### config.mk
export PLATFORM = sky130hd
export DESIGN_NAME = scer_ctrl
export DESIGN_NICKNAME = d
export VERILOG_FILES = /design/src/sv/scer_pkg.sv /design/src/sv/scer_ctrl.sv
export SDC_FILE = /design/constraint.sdc
export NUM_CORES = 1
export LEC_CHECK = 0
export ABC_CLOCK_PERIOD_IN_PS = 1050
export BUFFER_PORTS_ARGS = -buffer_cell sky130_fd_sc_hd__clkbuf_2
export CELL_PAD_IN_SITES_DETAIL_PLACEMENT = 0
export CELL_PAD_IN_SITES_GLOBAL_PLACEMENT = 1
export CORE_AREA = 4 4 41 43
export DETAILED_ROUTE_END_ITERATION = 8
export DIE_AREA = 0 0 45 47
export PLACE_DENSITY_LB_ADDON = 0.1
export RECOVER_POWER = 50
export SLEW_MARGIN = 20
export SYNTH_ARGS = -nofsm -noshare
export SYNTH_HDL_FRONTEND = slang
export SYNTH_SLANG_ARGS = --single-unit
### constraint.sdc
create_clock -name clk_i -period 1.05 [get_ports clk_i]
set_clock_uncertainty 0.15 [all_clocks]
set_input_delay 0.1575 -clock clk_i [delete_from_list [all_inputs] [get_ports clk_i]]
set_output_delay 0.1575 -clock clk_i [all_outputs]
set_load 0.005 [all_outputs]
### src/sv/scer_pkg.sv
`timescale 1ns / 1ps
// Package for the signal change event recorder: sizes, field offsets, types, helpers.
package scer_pkg;

  // Ring geometry
  localparam int unsigned DEPTH  = 512;
  localparam int unsigned PTR_W  = $clog2(DEPTH);
  localparam int unsigned CNT_W  = $clog2(DEPTH + 1);
  localparam int unsigned AGE_W  = 9;
  localparam int unsigned CALC_W = ((CNT_W > AGE_W) ? CNT_W : AGE_W) + 2;

  // Entry fields
  localparam int unsigned WORDS   = 9;
  localparam int unsigned SIG_W   = 32 * WORDS;
  localparam int unsigned SEC_W   = 63;
  localparam int unsigned MS_W    = 10;
  localparam int unsigned ENTRY_W = SIG_W + SEC_W + MS_W;
  localparam int unsigned PC_W    = 6;
  localparam int unsigned CHG_W   = 9;
  localparam int unsigned STORED_W = 10;

  localparam logic [SEC_W-1:0] MIN_TIME_RESET = SEC_W'(64'd1203161493);

  // Input tdata layout
  localparam int unsigned IN_TDATA_W = 376;
  localparam int unsigned IN_SIG_LSB = 0;
  localparam int unsigned IN_SEC_LSB = IN_SIG_LSB + SIG_W;
  localparam int unsigned IN_MS_LSB  = IN_SEC_LSB + SEC_W;
  localparam int unsigned IN_AGE_LSB = IN_MS_LSB + MS_W;

  // Output tdata layout
  localparam int unsigned OUT_TDATA_W = 384;
  localparam int unsigned O_REC       = 0;
  localparam int unsigned O_CNT_LSB   = 1;
  localparam int unsigned O_VALID     = O_CNT_LSB + STORED_W;
  localparam int unsigned O_SIG_LSB   = O_VALID + 1;
  localparam int unsigned O_SEC_LSB   = O_SIG_LSB + SIG_W;
  localparam int unsigned O_MS_LSB    = O_SEC_LSB + SEC_W;
  localparam int unsigned O_CHG_LSB   = O_MS_LSB + MS_W;

  // Command codes carried on tuser
  localparam logic CMD_SAMPLE = 1'b0;
  localparam logic CMD_READ   = 1'b1;

  typedef enum logic [2:0] {
    ST_IDLE,
    ST_SAMPLE,
    ST_RD_NEW,
    ST_RD_OLD,
    ST_RD_CNT,
    ST_RD_OUT
  } scer_state_e;

  // Controller to datapath
  typedef struct packed {
    logic in_load;
    logic sample_go;
    logic rd_en;
    logic rd_older;
    logic ent_load;
    logic pc_load;
    logic read_go;
  } scer_cmd_t;

  // Datapath to controller
  typedef struct packed {
    logic out_free;
  } scer_sts_t;

  // SWAR population count of one 32-bit word
  function automatic logic [PC_W-1:0] popcount32(input logic [31:0] v);
    logic [31:0] a;
    logic [31:0] b;
    logic [31:0] c;
    logic [31:0] d;
    logic [31:0] e;
    a = v - ((v >> 1) & 32'h5555_5555);
    b = (a & 32'h3333_3333) + ((a >> 2) & 32'h3333_3333);
    c = (b + (b >> 4)) & 32'h0F0F_0F0F;
    d = c + (c >> 8);
    e = d + (d >> 16);
    return e[PC_W-1:0];
  endfunction

endpackage

### src/sv/scer_ctrl.sv
`timescale 1ns / 1ps
// Controller state machine of the signal change event recorder.
module scer_ctrl (
  input  logic                  clk_i,
  input  logic                  rst_ni,
  input  logic                  s_axis_tvalid,
  input  logic                  cmd_read_i,
  output logic                  s_axis_tready,
  input  scer_pkg::scer_sts_t   sts_i,
  output scer_pkg::scer_cmd_t   cmd_o
);

  scer_pkg::scer_state_e state_q, state_d;

  // State register
  always_ff @(posedge clk_i or negedge rst_ni) begin
    if (!rst_ni) begin
      state_q <= scer_pkg::ST_IDLE;
    end else begin
      state_q <= state_d;
    end
  end

  // Next state
  always_comb begin
    state_d = state_q;
    unique case (state_q)
      scer_pkg::ST_IDLE: begin
        if (s_axis_tvalid) begin
          state_d = (cmd_read_i == scer_pkg::CMD_READ) ? scer_pkg::ST_RD_NEW
                                                       : scer_pkg::ST_SAMPLE;
        end
      end
      scer_pkg::ST_SAMPLE: begin
        if (sts_i.out_free) state_d = scer_pkg::ST_IDLE;
      end
      scer_pkg::ST_RD_NEW: state_d = scer_pkg::ST_RD_OLD;
      scer_pkg::ST_RD_OLD: state_d = scer_pkg::ST_RD_CNT;
      scer_pkg::ST_RD_CNT: state_d = scer_pkg::ST_RD_OUT;
      scer_pkg::ST_RD_OUT: begin
        if (sts_i.out_free) state_d = scer_pkg::ST_IDLE;
      end
      default: state_d = scer_pkg::ST_IDLE;
    endcase
  end

  // Outputs
  always_comb begin
    cmd_o         = '0;
    s_axis_tready = 1'b0;
    unique case (state_q)
      scer_pkg::ST_IDLE: begin
        s_axis_tready = 1'b1;
        cmd_o.in_load = s_axis_tvalid;
      end
      scer_pkg::ST_SAMPLE: cmd_o.sample_go = sts_i.out_free;
      scer_pkg::ST_RD_NEW: cmd_o.rd_en = 1'b1;
      scer_pkg::ST_RD_OLD: begin
        cmd_o.rd_en    = 1'b1;
        cmd_o.rd_older = 1'b1;
        cmd_o.ent_load = 1'b1;
      end
      scer_pkg::ST_RD_CNT: cmd_o.pc_load = 1'b1;
      scer_pkg::ST_RD_OUT: cmd_o.read_go = sts_i.out_free;
      default: cmd_o = '0;
    endcase
  end

endmodule

==> summary.md, run 1 <==
| Metric | Value |
|---|---|
| Status | finished with violations |
| Failing checks | negative setup slack |
| Most frequent cell after synthesis | dfrtp_1 |
| Detailed placement HPWL | 440 um |
| Largest net degree at the start of global routing | 8 |
| # DRC | 0 |
| Mean Syn Cell Area | about 10 um^2 |
| Worst Setup Path Type | register to output pin |
| Fillcell total | approximately 150 |
| RSZ-0062 raised after global routing | true |
| Placed inst area | about 310 um^2 |
| Worst slack, placed | -0.151 ns |
| WL per Instance | about 11 um |
| Switching power | approximately 0.42 mW |
| Synth Instances | 19 |
| Synth Area in Adders | 0% |
| Yosys top cell by area | dfrtp_1 |
| Power after layout | about 1.3 mW |
| Mux contribution to synthesized area | 0% |
| DRT Pass-1 Iters | 1 |
| Ranking of synthesized cells by area | dfrtp_1 (39%), and4bb_2 (6.6%), and4_2 (5.3%) |
| Simple-gate share of the synthesized area | 38.8% |
| Max Cap Viol | 0 |
| Critical R2R Capture | state_q[0] |
| Max-slew violations | 0 |
| Sw frac | roughly 33% |
| Post-synthesis xor/xnor area fraction | 0% |
| Starting DRT DRC Count | 0 |
| Final min period | 1.42 ns |
| Port Buffers | 12 |
| Critical Path Source Type | register |
| Synth Register Bits | 3 |
| Post-synth ARST share | between 90% and 100% |
| Final setup violation count | 11 |
| Syn-to-layout area delta | 132% |
| Sink Count | 3 |
| Die area | approximately 0.0021 mm^2 |
| Largest registers | state_q (3) |
| Core Box Area | about 0.0013 mm^2 |
| Fin crit share | 135% |
| Warnings from Yosys | 0 |
| P per Cell Area | approximately 2900 mW/mm^2 |
| Vias per std cell | 4.10 |
| R2R Path Start | state_q[1] |
| First-pass GRT wire length | 1070 um |
| Crit end category | output pin |
| Final WL | 676 um |
| Post-synth top area share | about two fifths |
| Hold Vio Cnt, Final | 0 |
| CTS tree | built |
| Hold path startpoint | cmd_read_i |
| Final ANT Viol Nets | 0 |
| Total track usage | between 7 and 8% |
| Max Freq | between 700 and 800 MHz |
| Slew margin rel. | 86.2% |
| Int Power | 0.848 mW |
| Root Buffer | clkbuf_4 |
| Largest fanout on the critical path | 5 |
| Cell Area, Synth | between 150 and 200 um^2 |
| Max FFs per register | 3 |
| I/O pin total | 13 |
| Worst-path clk slew | 0.04 ns |
| Cell Count Post-Placement | approximately 50 |
| Unique masters post-synth | 17 |
| Grt total ovfl | 0 |
| Least-Margin Pin Slew | 0.206 ns |
| Sequential area share after synthesis | just under 40% |
| Share of layout cells above drive strength 1 | 80.9% |
| Critical path required time | ~0.74 ns |
| Clock power frac | around 16% |
| Comb power frac | a little over three fifths |
| Synth Area in Compound Gates | between 15 and 20% |
| Worst hold margin | ~0.061 ns |
| Cell Rows | 13 |
| DR vias | about 250 |
| Hold crit path type | input pin to register |
| Initial core utilization | 14.6% |
| Antenna violations before repair | 0 |
| Vias in the first global route | 254 |
| N_diodes | 0 |
| EDFF count, synth | 0 |
| Post-route cell area | approximately 440 um^2 |
| Leakage | approximately 0.22 nW |
| Final setup margin | -0.369 ns |
| # nets final | 53 |
| Critical Path End | cmd_o[5] |
| Clock Latency Late Sink | between 0.2 and 0.25 ns |
| Crit path from | state_q[0] |
| Reg with most FFs | state_q |
| Worst Path Arrival | 1.11 ns |
| Worst Reg2Reg Path Length in Cells | 4 |
| Max Root-Sink Buffers | 2 |
| CTS Buf Count | 3 |
| FF-to-FF setup slack | -0.27 ns |
| GP Congestion | between 0.7 and 0.8 |
| H-tree depth | 1 |
| Largest family of logic cells by synthesized area | simple AND/OR/NAND/NOR gates |
| Sequential power share | 21.8% |
| Die Height | 47 um |
| Setup_tns | -3.24 ns |
| Die Wd | 45 um |
| Main synth FF type | dfrtp_1 |
| Utilization after layout | 33.9% |
| Net count after synthesis | 24 |
| Post-Layout Cell Count | a little over 60 |
| Worst vdd ir | 1.30 mV |
## routing by layer
layer | global-route usage [%] | vias to the layer above | routed length [um]
met5 | 0 | - | 0
met4 | 5.26 | 0 | 0
met3 | 2.30 | 0 | 75
met2 | 13.0 | 9 | 356
met1 | 6.83 | 117 | 243
li1 | - | 128 | -
## what timing repair did
| item | CTS | global route |
|---|---|---|
| setup endpoints to repair | 11 | 11 |
| gates resized for setup | 9 | 9 |
| setup buffers | 4 | 2 |
| hold endpoints to repair | 3 | 0 |
| pin swaps | 2 | 2 |
| hold buffers | 1 | 0 |
## cells in the final DEF (no fill, tap or decap), types with 2 or more instances in the layout
cell type / instances
clkbuf_4: 3
buf_4: 7
clkbuf_2: 7
buf_6: 7
clkbuf_1: 2
buf_2: 2
dfrtp_2: 3
## cell families (layout without fill, tap and decap cells)
family	Yosys count	in the layout
DFF	3	3
AOI/OAI and AO/OA	4	4
buffers and inverters	2	30
and+or+nand+nor	10	10
## worst min-delay path by stage
stage	endpoint	depth (start not counted)
after floorplan	state_q[0]	0
after global placement	state_q[2]	1
after detailed placement	state_q[2]	1
after CTS	state_q[1]	3
after global routing	state_q[1]	3
final	state_q[1]	3
## critical path: stages (launching register included)
cell and delay (ns):
dfrtp_2 0.43, buf_6 0.13, and4bb_2 0.22, clkbuf_2 0.11
## cell type report
type	count	area [um^2]	area share (%)
Multi-Input combinational cell	14	124	28.0
Inverter	1	3.75	0.850
Tap cell	15	18.8	4.25
Sequential cell	3	78.8	17.8
Timing Repair Buffer	25	190	43.1
Clock buffer	4	26.3	5.95
## power by group through the flow
stage / registers [mW] / clock network (mW) / logic, mW
2_1_floorplan: 0.247 / 0 / 0.210
3_3_place_gp: 0.258 / 0 / 0.502
3_5_place_dp: 0.260 / 0 / 0.501
4_1_cts: 0.267 / 0.207 / 0.670
5_1_grt: 0.293 / 0.220 / 0.859
6_report: 0.277 / 0.196 / 0.795
Note: power is estimated with default switching activity, not from simulation.
==> run 2: changes to the inputs <==
- CTS_CLUSTER_SIZE: default -> 25
- TNS_END_PERCENT: default -> 5
==> summary.md, run 2 (same netlist as run 1, synthesis figures left out) <==
| Metric | Value |
|---|---|
| DRT Pass-1 Iters | 1 (unchanged) |
| Root Buffer | clkbuf_4 (unchanged) |
| R2R Path Start | state_q[0] (was state_q[1]) |
| Worst Setup Path Type | register to output pin (unchanged) |
| # DRC | 0 (unchanged) |
| Grt total ovfl | 0 (unchanged) |
| Placed inst area | 307 um^2 (was 308 um^2) |
| Slew margin rel. | 86.2% (about the same) |
| WL per Instance | 10.1 um (was 10.9 um) |
| Critical path required time | 0.74 ns (about the same) |
| Final ANT Viol Nets | 0 (unchanged) |
| Die Height | 47 um (unchanged) |
| Met2 routed wirelength | 266 um (was 356 um) |
| DR top layer | met3 (unchanged) |
| WL met1 | 228 um (was 243 um) |
| Final min period | 1.42 ns (about the same) |
| Leakage | 0.180 nW (was 0.216 nW) |
| Critical Path End | cmd_o[6] (was cmd_o[5]) |
| CTS tree | built (unchanged) |
| Largest registers | state_q (3) (unchanged) |
| # nets final | 47 (was 53) |
| DR vias | 227 (was 254) |
| First-pass GRT wire length | 931 um (was 1070 um) |
| Max-slew violations | 0 (unchanged) |
| Total track usage | 6.56% (was 7.19%) |
| N_diodes | 0 (unchanged) |
| Detail Route met3 WL | 71 um (was 75 um) |
| Worst vdd ir | 0.828 mV (was 1.30 mV) |
| Final setup margin | -0.370 ns (was -0.369 ns) |
| Worst Path Arrival | 1.11 ns (about the same) |
| Setup_tns | -2.72 ns (was -3.24 ns) |
| Initial core utilization | 14.6% (unchanged) |
| Starting DRT DRC Count | 0 (unchanged) |
| Fillcell total | 150 (was 145) |
| Hold crit path type | input pin to register (unchanged) |
| GP Congestion | 0.659 (was 0.719) |
| Detailed placement HPWL | 426 um (was 440 um) |
| Final setup violation count | 10 (was 11) |
| Crit path from | state_q[2] (was state_q[0]) |
| Die area | 0.00212 mm^2 (unchanged) |
| Critical Path Source Type | register (unchanged) |
| Worst-path clk slew | 0.03 ns (was 0.04 ns) |
| I/O pin total | 13 (unchanged) |
| Post-route cell area | 364 um^2 (was 442 um^2) |
| Fin crit share | 135% (about the same) |
| Critical R2R Capture | state_q[2] (was state_q[0]) |
| Sink Count | 3 (unchanged) |
| Crit end category | output pin (unchanged) |
| Status | finished with violations (unchanged) |
| Commonest cells after routing, fill and taps aside | clkbuf_2 (8), buf_4 (5), clkbuf_4 (3) (was clkbuf_2 (7), buf_6 (7), buf_4 (7)) |
| Hold Vio Cnt, Final | 0 (unchanged) |
| Failing checks | negative setup slack (unchanged) |
| Max FFs per register | 3 (unchanged) |
| CTS Buf Count | 3 (unchanged) |
| Final WL | 566 um (was 676 um) |
| Max Root-Sink Buffers | 2 (unchanged) |
| Core Box Area | 0.00130 mm^2 (unchanged) |
| Max Cap Viol | 0 (unchanged) |
| Max Freq | 704 MHz (was 705 MHz) |
| H-tree depth | 1 (unchanged) |
| Largest net degree at the start of global routing | 9 (was 8) |
| Least-Margin Pin Slew | 0.208 ns (was 0.206 ns) |
| Largest fanout on the critical path | 8 (was 5) |
| Vias per std cell | 4.05 (was 4.10) |
| Clock Latency Late Sink | 0.23 ns (about the same) |
| Cell Rows | 13 (unchanged) |
| FF-to-FF setup slack | -0.14 ns (was -0.27 ns) |
| Die Wd | 45 um (unchanged) |
| Power after layout | 1.04 mW (was 1.27 mW) |
| Share of layout cells above drive strength 1 | 68.3% (was 80.9%) |
| Most common cell after layout, fill and taps aside | clkbuf_2 |
| Port Buffers | 12 (unchanged) |
| Antenna violations before repair | 0 (unchanged) |
| Postcts setup bufs | 0 (was 4) |
| RSZ-0062 raised after global routing | true (unchanged) |
| Vias in the first global route | 233 (was 254) |
| Syn-to-layout area delta | 91.4% (was 132%) |
| Worst Reg2Reg Path Length in Cells | 3 (was 4) |
| Reg with most FFs | state_q (unchanged) |
| P per Cell Area | 2850 mW/mm^2 (was 2870 mW/mm^2) |
run 2: through the flow:
stage          util (%)  hold WS [ns]  instances  setup WS [ns]
6_report           28.0        0.0667         56         -0.370
5_1_grt            28.0         0.103         56         -0.431
4_1_cts            27.3        0.0515         56         -0.392
3_5_place_dp       23.6        -0.196         51         -0.159
3_3_place_gp       23.6        -0.196         51         -0.158
2_1_floorplan         -        -0.288         19        -0.0864
run 2: cell type report:
class / count / area (um^2) / share of cell area [%]
inverters: 1 / 3.75 / 1.03
flip-flops and latches: 3 / 77.6 / 21.3
multi-input cells: 14 / 114 / 31.3
repair buffers: 19 / 124 / 34.0
well taps: 15 / 18.8 / 5.15
clock buffers: 4 / 26.3 / 7.22
run 2: how the worst min path moves through the flow:
| stage | from | endpoint | slack (ns) | cells past startpoint |
|---|---|---|---|---|
| after floorplan | rst_ni | state_q[0] | -0.29 | 0 |
| after global placement | rst_ni | state_q[2] | -0.20 | 1 |
| after detailed placement | rst_ni | state_q[2] | -0.20 | 1 |
| after CTS | s_axis_tvalid | state_q[0] | 0.05 | 3 |
| after global routing | s_axis_tvalid | state_q[0] | 0.10 | 3 |
| final | cmd_read_i | state_q[1] | 0.07 | 3 |
run 2: repair_timing:
action                                  in CTS  in global routing
endpoints found under the setup margin      11                 11
hold buffers                                 1                  0
resized for setup                            4                  5
endpoints found under the hold margin        3                  0
pin swaps                                    1                  3
run 2: critical path, stage by stage, from the launching register on:
cell and delay, ns:
dfrtp_2 0.44, nor3_2 0.19, and2_1 0.15, clkbuf_2 0.11
run 2: where the power goes:
group / internal [mW] / total [mW] / switching, mW / leakage, nW
clock network: 0.142 / 0.198 / 0.0562 / 0.0150
logic: 0.369 / 0.582 / 0.213 / 0.130
registers: 0.174 / 0.257 / 0.0830 / 0.0353
total: 0.686 / 1.04 / 0.352 / 0.180
run 2: routing by layer:
metal / track usage [%] / vias up
li1: - / 115
met1: 6.38 / 102
met2: 10.7 / 10
met3: 1.92 / 0
met4: 7.02 / 0
met5: 0 / -
==> run 3: changes to the inputs <==
--- a/config.mk
+++ b/config.mk
@@ -6,5 +6,5 @@
 export NUM_CORES = 1
 export LEC_CHECK = 0
-export ABC_CLOCK_PERIOD_IN_PS = 1050
+export ABC_CLOCK_PERIOD_IN_PS = 1400
 export BUFFER_PORTS_ARGS = -buffer_cell sky130_fd_sc_hd__clkbuf_2
 export CELL_PAD_IN_SITES_DETAIL_PLACEMENT = 0
==> constraint.sdc (replaced) <==
create_clock -name clk_i -period 1.4 [get_ports clk_i]
set_clock_uncertainty 0.15 [all_clocks]
set_input_delay 0.14 -clock clk_i [delete_from_list [all_inputs] [get_ports clk_i]]
set_output_delay 0.14 -clock clk_i [all_outputs]
set_load 0.005 [all_outputs]
==> summary.md, run 3 (same netlist as run 1, synthesis figures left out) <==
| Metric | Value |
|---|---|
| Status | finished with violations (unchanged) |
| Failing checks | negative setup slack (unchanged) |
| Die Wd | 45 um (unchanged) |
| Worst vdd ir | 0.712 mV (was 0.828 mV) |
| WL per Instance | 10.7 um (was 10.1 um) |
| Reg with most FFs | state_q (unchanged) |
| Total track usage | 6.03% (was 6.56%) |
| Leakage | 0.152 nW (was 0.180 nW) |
| Clock power frac | 22.6% (was 19.1%) |
| Sequential power share | 32.3% (was 24.8%) |
| Port Buffers | 12 (unchanged) |
| # DRC | 0 (unchanged) |
| Hold crit path type | input pin to register (unchanged) |
| Largest fanout on the critical path | 7 (was 8) |
| FF-to-FF setup slack | 0.19 ns (was -0.14 ns) |
| Worst Setup Path Type | register to output pin (unchanged) |
| Max-slew violations | 0 (unchanged) |
| Die Height | 47 um (unchanged) |
| Crit end category | output pin (unchanged) |
| Core Box Area | 0.00130 mm^2 (unchanged) |
| Critical path required time | 1.11 ns (was 0.74 ns) |
| Final ANT Viol Nets | 0 (unchanged) |
| DRT Pass-1 Iters | 1 (unchanged) |
| Crit. path cell count | 3 (unchanged) |
| Top delay family on crit path | flip-flops (unchanged) |
| Sw frac | 37.3% (was 33.9%) |
| Final setup margin | -0.0216 ns (was -0.370 ns) |
| GP Congestion | 0.658 (was 0.659) |
| Switching power | 0.250 mW (was 0.352 mW) |
| Grt total ovfl | 0 (unchanged) |
| Final WL | 558 um (was 566 um) |
| CTS Buf Count | 3 (unchanged) |
| Worst-path clk slew | 0.03 ns (about the same) |
| Slowest stage delay, CP | 0.45 ns (was 0.44 ns) |
| Least-Margin Pin Slew | 0.274 ns (was 0.208 ns) |
| Largest net degree at the start of global routing | 10 (was 9) |
| Max Root-Sink Buffers | 2 (unchanged) |
| Vias per std cell | 4.10 (was 4.05) |
| Vias in the first global route | 199 (was 233) |
| Largest registers | state_q (3) (unchanged) |
| First-pass GRT wire length | 834 um (was 931 um) |
| Final setup violation count | 1 (was 10) |
| Hold Vio Cnt, Final | 0 (unchanged) |
| N_diodes | 0 (unchanged) |
| Detailed placement HPWL | 404 um (was 426 um) |
| Setup_tns | -0.0216 ns (was -2.72 ns) |
| RSZ-0062 raised after global routing | true (unchanged) |
| Slowest-stage cell, CP | dfrtp_2 (unchanged) |
| H-tree depth | 1 (unchanged) |
| Commonest cells after routing, fill and taps aside | clkbuf_2 (11), clkbuf_4 (3), dfrtp_2 (3) (was clkbuf_2 (8), buf_4 (5), clkbuf_4 (3)) |
| Critical Path Source Type | register (unchanged) |
| Worst Path Arrival | 1.13 ns (was 1.11 ns) |
| Fin crit share | 102% |
| DR vias | 213 (was 227) |
| Max Cap Viol | 0 (unchanged) |
| Slew margin rel. | 81.7% (was 86.2%) |
| Initial core utilization | 14.6% (unchanged) |
| Root Buffer | clkbuf_4 (unchanged) |
| Fillcell total | 153 (was 150) |
| Int Power | 0.420 mW (was 0.686 mW) |
| Starting DRT DRC Count | 0 (unchanged) |
| Sink Count | 3 (unchanged) |
| WP buf/inv | 1 (unchanged) |
| Utilization after layout | 24.6% (was 28.0%) |
| Syn-to-layout area delta | 68.4% (was 91.4%) |
| Die area | 0.00212 mm^2 (unchanged) |
| Antenna violations before repair | 0 (unchanged) |
| Share of layout cells above drive strength 1 | 64.9% (was 68.3%) |
| Crit-path cells | nor3_4 > and2_1 > buf_2 (was nor3_2 > and2_1 > clkbuf_2) |
| Final min period | 1.42 ns |
| Worst Reg2Reg Path Length in Cells | 3 (unchanged) |
| # nets final | 43 (was 47) |
| Max Freq | approximately 700 MHz |
| CTS tree | built (unchanged) |
| Comb power frac | 45.2% (was 56.1%) |
| Max FFs per register | 3 (unchanged) |
| I/O pin total | 13 (unchanged) |
| Most common cell after layout, fill and taps aside | clkbuf_2 (unchanged) |
| P per Cell Area | 2090 mW/mm^2 (was 2850 mW/mm^2) |
| Depth of the worst hold-timing path | 3 (unchanged) |
| Cell Rows | 13 (unchanged) |
| Clock Latency Late Sink | 0.23 ns (about the same) |
run 3: changes by cell type in the layout (fill, tap and decap cells not counted), sizes merged:
cell and change:
buf -7, clkbuf +3
run 3: worst paths after layout:
path	to	start
hold reg to reg	state_q[0]	state_q[1]
hold / removal	state_q[0]	s_axis_tvalid
setup / recovery	cmd_o[6]	state_q[0]
min in group asynchronous	state_q[1]	rst_ni
setup reg to reg	state_q[0]	state_q[0]
max in group asynchronous	state_q[0]	rst_ni
run 3: worst register-to-register path, stage by stage (launching register included):
cell      delay [ns]
dfrtp_2         0.45
buf_4           0.16
o21a_1          0.10
a221oi_1        0.24
run 3: power groups by stage:
| stage | clock network, mW | logic [mW] | registers (mW) |
|---|---|---|---|
| detailed placement | 0 | 0.243 | 0.211 |
| global route | 0.165 | 0.337 | 0.227 |
| finish | 0.151 | 0.303 | 0.216 |
| floorplan | 0 | 0.151 | 0.186 |
| CTS | 0.161 | 0.287 | 0.229 |
| global placement | 0 | 0.243 | 0.211 |
run 3: metrics by stage:
step / hold slack (ns) / area [um^2] / total power, mW / cells / setup slack [ns]
CTS: 0.0440 / 317 / 0.676 / 51 / -0.0419
global placement: -0.214 / 262 / 0.454 / 45 / 0.168
detailed placement: -0.213 / 262 / 0.455 / 45 / 0.169
floorplan: -0.306 / 190 / 0.336 / 19 / 0.281
global route: 0.0624 / 320 / 0.729 / 52 / -0.0812
finish: 0.0458 / 320 / 0.670 / 52 / -0.0216
run 3: cell type report:
class                   instances  area [um^2]  share of cell area (%)
clock buffers                   4         26.3                    8.20
inverters                       1         3.75                    1.17
multi-input cells              14          111                    34.8
flip-flops and latches          3         78.8                    24.6
well taps                      15         18.8                    5.86
repair buffers                 15         81.3                    25.4
run 3: what timing repair did:
item | CTS | global route
setup buffers | 1 | 1
endpoints found under the hold margin | 3 | 0
hold buffers | 1 | 0
pin swaps | 0 | 2
endpoints found under the setup margin | 6 | 5
gates resized for setup | 5 | 2
run 3: per-layer routing:
metal  global-route usage, %  share of wire, %  vias to the layer above  wire length [um]
li1                        -                 -                      108                 -
met4                    8.77               2.9                        0                16
met3                    1.53                12                        2                67
met2                    7.63                42                       12               237
met1                    6.90                42                       91               236
met5                       0                 0                        -                 0
